## src/rtl/core/tcw_pkg.sv

```systemverilog
// ----------------------------------------------------------------------------
// tcw_pkg
// Types, character codes and the control store of the text console writer.
// ----------------------------------------------------------------------------
package tcw_pkg;

	// command codes
	localparam logic [1:0] CMD_PUT   = 2'd0;
	localparam logic [1:0] CMD_CLEAR = 2'd1;
	localparam logic [1:0] CMD_READ  = 2'd2;

	// character codes
	localparam logic [7:0] CH_BS    = 8'h08;
	localparam logic [7:0] CH_TAB   = 8'h09;
	localparam logic [7:0] CH_LF    = 8'h0A;
	localparam logic [7:0] CH_CR    = 8'h0D;
	localparam logic [7:0] CH_SPACE = 8'h20;
	localparam int         TAB_STEP = 8;

	localparam logic [7:0] ATTR_RESET = 8'd15;

	typedef struct packed {
		logic [1:0]  cmd;
		logic [7:0]  char_code;
		logic [10:0] cell_index;
	} tcw_item_t;

	typedef struct packed {
		logic [10:0] cursor_pos;
		logic [15:0] cell_data;
	} tcw_result_t;

	// microprogram step addresses
	typedef logic [3:0] step_t;
	localparam step_t S_IDLE  = 4'd0;
	localparam step_t S_PUT   = 4'd1;
	localparam step_t S_FIN   = 4'd2;
	localparam step_t S_RD    = 4'd3;
	localparam step_t S_RDW   = 4'd4;
	localparam step_t S_CLR   = 4'd5;
	localparam step_t S_COPY  = 4'd6;
	localparam step_t S_DRAIN = 4'd7;
	localparam step_t S_BLANK = 4'd8;

	typedef enum logic [2:0] {
		JM_NEXT      = 3'd0,
		JM_GOTO      = 3'd1,
		JM_DISPATCH  = 3'd2,
		JM_IF_SCROLL = 3'd3,
		JM_UNTIL_CPY = 3'd4,
		JM_UNTIL_ALL = 3'd5
	} jump_t;

	typedef enum logic [1:0] {
		CNT_HOLD = 2'd0,
		CNT_CLR  = 2'd1,
		CNT_INC  = 2'd2
	} cnt_op_t;

	typedef enum logic [1:0] {
		WE_NONE   = 2'd0,
		WE_PRINT  = 2'd1,
		WE_ALWAYS = 2'd2
	} we_op_t;

	typedef enum logic [0:0] {
		WA_CURSOR = 1'b0,
		WA_CNT    = 1'b1
	} wa_sel_t;

	typedef enum logic [0:0] {
		WD_CHAR  = 1'b0,
		WD_BLANK = 1'b1
	} wd_sel_t;

	typedef enum logic [0:0] {
		RA_INDEX = 1'b0,
		RA_COPY  = 1'b1
	} ra_sel_t;

	typedef enum logic [1:0] {
		CUR_HOLD = 2'd0,
		CUR_PUT  = 2'd1,
		CUR_HOME = 2'd2
	} cur_op_t;

	typedef enum logic [1:0] {
		DAT_HOLD = 2'd0,
		DAT_CLR  = 2'd1,
		DAT_LOAD = 2'd2
	} dat_op_t;

	typedef struct packed {
		jump_t   jm;
		step_t   target;
		cnt_op_t cnt_op;
		we_op_t  we;
		wa_sel_t wa_sel;
		wd_sel_t wd_sel;
		ra_sel_t ra_sel;
		logic    copy;
		cur_op_t cur_op;
		dat_op_t dat_op;
		logic    emit;
	} ucode_t;

	// condition flags from the datapath
	typedef struct packed {
		logic       start;
		logic [1:0] cmd;
		logic       scroll;
		logic       copy_last;
		logic       all_last;
	} seq_status_t;

	function automatic step_t dispatch_target(input logic [1:0] cmd);
		step_t t;
		unique case (cmd)
			CMD_PUT:   t = S_PUT;
			CMD_CLEAR: t = S_CLR;
			CMD_READ:  t = S_RD;
			default:   t = S_FIN;
		endcase
		return t;
	endfunction

	function automatic ucode_t ucode_rom(input step_t pc);
		ucode_t w;
		w = '{jm: JM_GOTO, target: S_IDLE, cnt_op: CNT_HOLD, we: WE_NONE,
			wa_sel: WA_CURSOR, wd_sel: WD_CHAR, ra_sel: RA_INDEX, copy: 1'b0,
			cur_op: CUR_HOLD, dat_op: DAT_HOLD, emit: 1'b0};
		unique case (pc)
			S_IDLE: begin
				w.jm     = JM_DISPATCH;
				w.cnt_op = CNT_CLR;
				w.dat_op = DAT_CLR;
			end
			S_PUT: begin
				w.jm     = JM_IF_SCROLL;
				w.target = S_COPY;
				w.we     = WE_PRINT;
				w.cur_op = CUR_PUT;
			end
			S_FIN: begin
				w.target = S_IDLE;
				w.emit   = 1'b1;
			end
			S_RD: begin
				w.jm = JM_NEXT;
			end
			S_RDW: begin
				w.target = S_FIN;
				w.dat_op = DAT_LOAD;
			end
			S_CLR: begin
				w.target = S_BLANK;
				w.cur_op = CUR_HOME;
			end
			S_COPY: begin
				w.jm     = JM_UNTIL_CPY;
				w.target = S_DRAIN;
				w.ra_sel = RA_COPY;
				w.copy   = 1'b1;
				w.cnt_op = CNT_INC;
			end
			S_DRAIN: begin
				w.jm = JM_NEXT;
			end
			S_BLANK: begin
				w.jm     = JM_UNTIL_ALL;
				w.target = S_FIN;
				w.we     = WE_ALWAYS;
				w.wa_sel = WA_CNT;
				w.wd_sel = WD_BLANK;
				w.cnt_op = CNT_INC;
			end
			default: begin
				w.target = S_IDLE;
			end
		endcase
		return w;
	endfunction

endpackage

```

## src/rtl/core/tcw_sequencer.sv

```systemverilog
// ----------------------------------------------------------------------------
// tcw_sequencer
// Step counter and control store; jumps on datapath flags.
// ----------------------------------------------------------------------------
module tcw_sequencer import tcw_pkg::*; (
	input  logic        clk,
	input  logic        arst_n,
	input  seq_status_t status,
	output ucode_t      cw,
	output logic        busy
);

	step_t pc_q;
	step_t pc_next;

	assign cw   = ucode_rom(pc_q);
	assign busy = (pc_q != S_IDLE);

	always_comb begin
		unique case (cw.jm)
			JM_NEXT:      pc_next = pc_q + step_t'(1);
			JM_GOTO:      pc_next = cw.target;
			JM_DISPATCH:  pc_next = status.start ? dispatch_target(status.cmd) : pc_q;
			JM_IF_SCROLL: pc_next = status.scroll ? cw.target : pc_q + step_t'(1);
			JM_UNTIL_CPY: pc_next = status.copy_last ? cw.target : pc_q;
			JM_UNTIL_ALL: pc_next = status.all_last ? cw.target : pc_q;
			default:      pc_next = S_IDLE;
		endcase
	end

	always_ff @(posedge clk or negedge arst_n) begin
		if (!arst_n) begin
			pc_q <= S_IDLE;
		end else begin
			pc_q <= pc_next;
		end
	end

endmodule

```

## config.mk

```make
export PLATFORM = sky130hd
export DESIGN_NAME = tcw_sequencer
export DESIGN_NICKNAME = d
export VERILOG_FILES = /design/src/rtl/core/tcw_pkg.sv /design/src/rtl/core/tcw_sequencer.sv
export SDC_FILE = /design/constraint.sdc
export NUM_CORES = 1
export LEC_CHECK = 0
export BUFFER_PORTS_ARGS = -buffer_cell sky130_fd_sc_hd__buf_2
export CAP_MARGIN = 20
export CORE_AREA = 3 3 40 42
export CTS_CLUSTER_SIZE = 12
export DETAILED_ROUTE_END_ITERATION = 16
export DIE_AREA = 0 0 43 45
export PLACE_DENSITY = 0.78
export SLEW_MARGIN = 20
export SYNTH_ARGS = -nofsm -noshare
export SYNTH_HDL_FRONTEND = slang
export SYNTH_SLANG_ARGS = --single-unit
```

## constraint.sdc

```tcl
create_clock -name clk -period 5.1 [get_ports clk]
set_input_delay 1.275 -clock clk [delete_from_list [all_inputs] [get_ports clk]]
set_output_delay 1.275 -clock clk [all_outputs]
set_load 0.01 [all_outputs]
```

==> results.json <==
{
  "crit_required_ns": 3.83,
  "detail_route.iter0.violations": 9,
  "cts_made_buffers": 3,
  "hold_buffers": 0,
  "wl_per_cell_um": 12.1,
  "final_cell_mix": "buf_2, a21oi_1, nor2_1",
  "ys_warn_count": 0,
  "worstSetupEndpointType": "output pin",
  "top_regs": "pc_q x4",
  "final_common_cell": "buf_2",
  "cts_max_level": 1,
  "first_pass_iters": 4,
  "wl_met2_um": 649,
  "clk_path_buf_depth": 2,
  "cts_tree": "done",
  "vias": 606,
  "rsz0062_at_grt": "false",
  "crit_type": "flip-flop to output pin",
  "finalSetupTns_ns": 0,
  "clk_pin_slew_ns": 0.03,
  "top_register": "pc_q",
  "io_buffers": 28,
  "status": "complete, no violations",
  "relSlewSlack_pct": 68.1,
  "start_util_pct": 46.4,
  "synth_fp_nets": 87,
  "worstPathMaxFanout": 6,
  "cp-start-kind": "flip-flop",
  "cp_slowest_cell": "dfrtp_1",
  "die_x_um": 43,
  "gp_congestion": 0.908,
  "wl_met3_um": 119,
  "ys.flop_type": "dfrtp_1",
  "power_density_nw_per_um2": 611,
  "synth.avg_cell_area_sq_um": 7.96,
  "path_common_cell": "or2_1",
  "area_growth_pct": 21.4,
  "top_layer_used": "met4",
  "ys_seq_area_share_pct": 16.8,
  "clk_latency_ns": 0.23,
  "antenna_found_initial": 0,
  "num_rows": 13,
  "cts_resized": 0,
  "track_usage_pct": 15.1,
  "synth_cell_types": 34,
  "cts_root_buf": "clkbuf_4",
  "crit_path_cell_trace": "inv_1 > ha_1 > nand2_2 > or2_1 > inv_2 > or2_1 > or3_1 > buf_2",
  "ant_nets": 0,
  "diodes": 0,
  "worst_pin_slew_ns": 0.479,
  "finalNetCount": 113,
  "die_area_sq_um": 1940,
  "cts.sinks": 4,
  "num_io_pins": 29,
  "die_height_um": 45,
  "setup_viol": 0,
  "largest_reg_flops": 4,
  "drive_above_1_share_pct": 45.5,
  "cpPeakStageDelay_ns": 0.40,
  "hold_ws_ns": 0.602,
  "synth_edf_count": 0,
  "grt_pass1_vias": 532,
  "post-route-period-util_pct": 65.5,
  "grt_start_max_net_pins": 15,
  "drv_cap": 0,
  "finalHoldViolCount": 0,
  "grt-ovfl-total": 0,
  "coreArea_sq_um": 1280,
  "m1WireLength_um": 594,
  "drc": 0,
  "grt_pass1_wl_um": 2260,
  "finalCriticalPeriod_ns": 3.34,
  "ys_seq_elements": 4,
  "async_flop_share_pct": 100,
  "wirelength_um": 1380,
  "maxSlewViolCount": 0,
  "peakVddDrop_v": 0.000282,
  "dp_hpwl_um": 1110,
  "postCtsSetupRepairBufs": 0,
  "netlist_area_sq_um": 597,
  "static-leakage-power_uw": 0.000394,
  "fmax_mhz": 299,
  "hp-class": "flip-flop to flip-flop",
  "synth_cells": 75,
  "cp.arrival_ns": 2.06,
  "finalClockSkew_ns": 0.00121,
  "via_per_inst": 5.32
}
==> cell families (layout without fill, tap and decap cells) <==
kind of cell,after synthesis,count (layout),synth area share [%]
compound gates,20,20,19.9
fa+ha+maj,4,4,8.39
buf+inv,13,37,12.8
flops,4,4,16.8
mux,2,2,4.19
simple gates,32,32,37.9
==> cell type report <==
| cell class | count | area [sq um] |
|---|---|---|
| repair buffers | 28 | 140 |
| well taps | 15 | 18.8 |
| clock buffers | 3 | 22.5 |
| fillers | 134 | 561 |
| inverters | 6 | 22.5 |
| flip-flops and latches | 4 | 100 |
| multi-input cells | 58 | 420 |
==> cells in the mapped netlist, types with 2 or more instances <==
cell      count  area, sq um
dfrtp_1       4          100
buf_4         5         37.5
and2_1        4         25.0
or2_1         2         12.5
a21oi_1       9         45.0
ha_1          4         50.1
or2_2         2         12.5
o21ai_0       4         20.0
nand2_1       2         7.51
nor2_1        6         22.5
inv_2         2         7.51
nand2b_1      2         12.5
nor3_2        4         40.0
inv_1         4         15.0
nor2b_1       2         12.5
==> critical path, delay by kind of cell (launching register included) <==
kind          cells  cell delay (ns)
flops             1             0.40
buf+inv           3             0.31
fa+ha+maj         1             0.30
simple gates      4             0.82
==> path summary, 6_finish.rpt <==
kind / cells past startpoint / start / to / slack [ns]
hold / removal: 1 / pc_q[0] / pc_q[0] / 0.60
max in group asynchronous: 1 / arst_n / pc_q[0] / 4.14
hold reg to reg: 1 / pc_q[0] / pc_q[0] / 0.60
min in group asynchronous: 1 / arst_n / pc_q[2] / 0.84
setup / recovery: 8 / pc_q[0] / cw[14] / 1.76
setup reg to reg: 7 / pc_q[0] / pc_q[0] / 3.05
==> where the power goes <==
| group | total, uW | switching [uW] | leakage, uW | internal, uW |
|---|---|---|---|---|
| logic | 338 | 190 | 0.000328 | 148 |
| clock network | 37.4 | 11.2 | 0.0000138 | 26.2 |
| registers | 67.2 | 23.2 | 0.0000523 | 44.0 |
| total | 443 | 224 | 0.000394 | 218 |
==> stage by stage <==
step	setup WS [ns]	total power [uW]	utilization (%)	std cells	cell area, sq um
2_1_floorplan	2.12	319	-	75	597
3_3_place_gp	2.06	403	54.6	111	702
3_5_place_dp	1.99	406	54.6	111	702
4_1_cts	1.74	446	56.4	114	724
5_1_grt	1.59	488	56.4	114	724
6_report	1.76	443	56.4	114	724
==> per-layer routing <==
layer,vias up,global-route usage [%]
met5,-,0
met4,0,7.83
met3,2,2.79
met2,34,24.3
met1,267,19.5
li1,303,-
No activity file was read; power rests on OpenSTA's default activity.
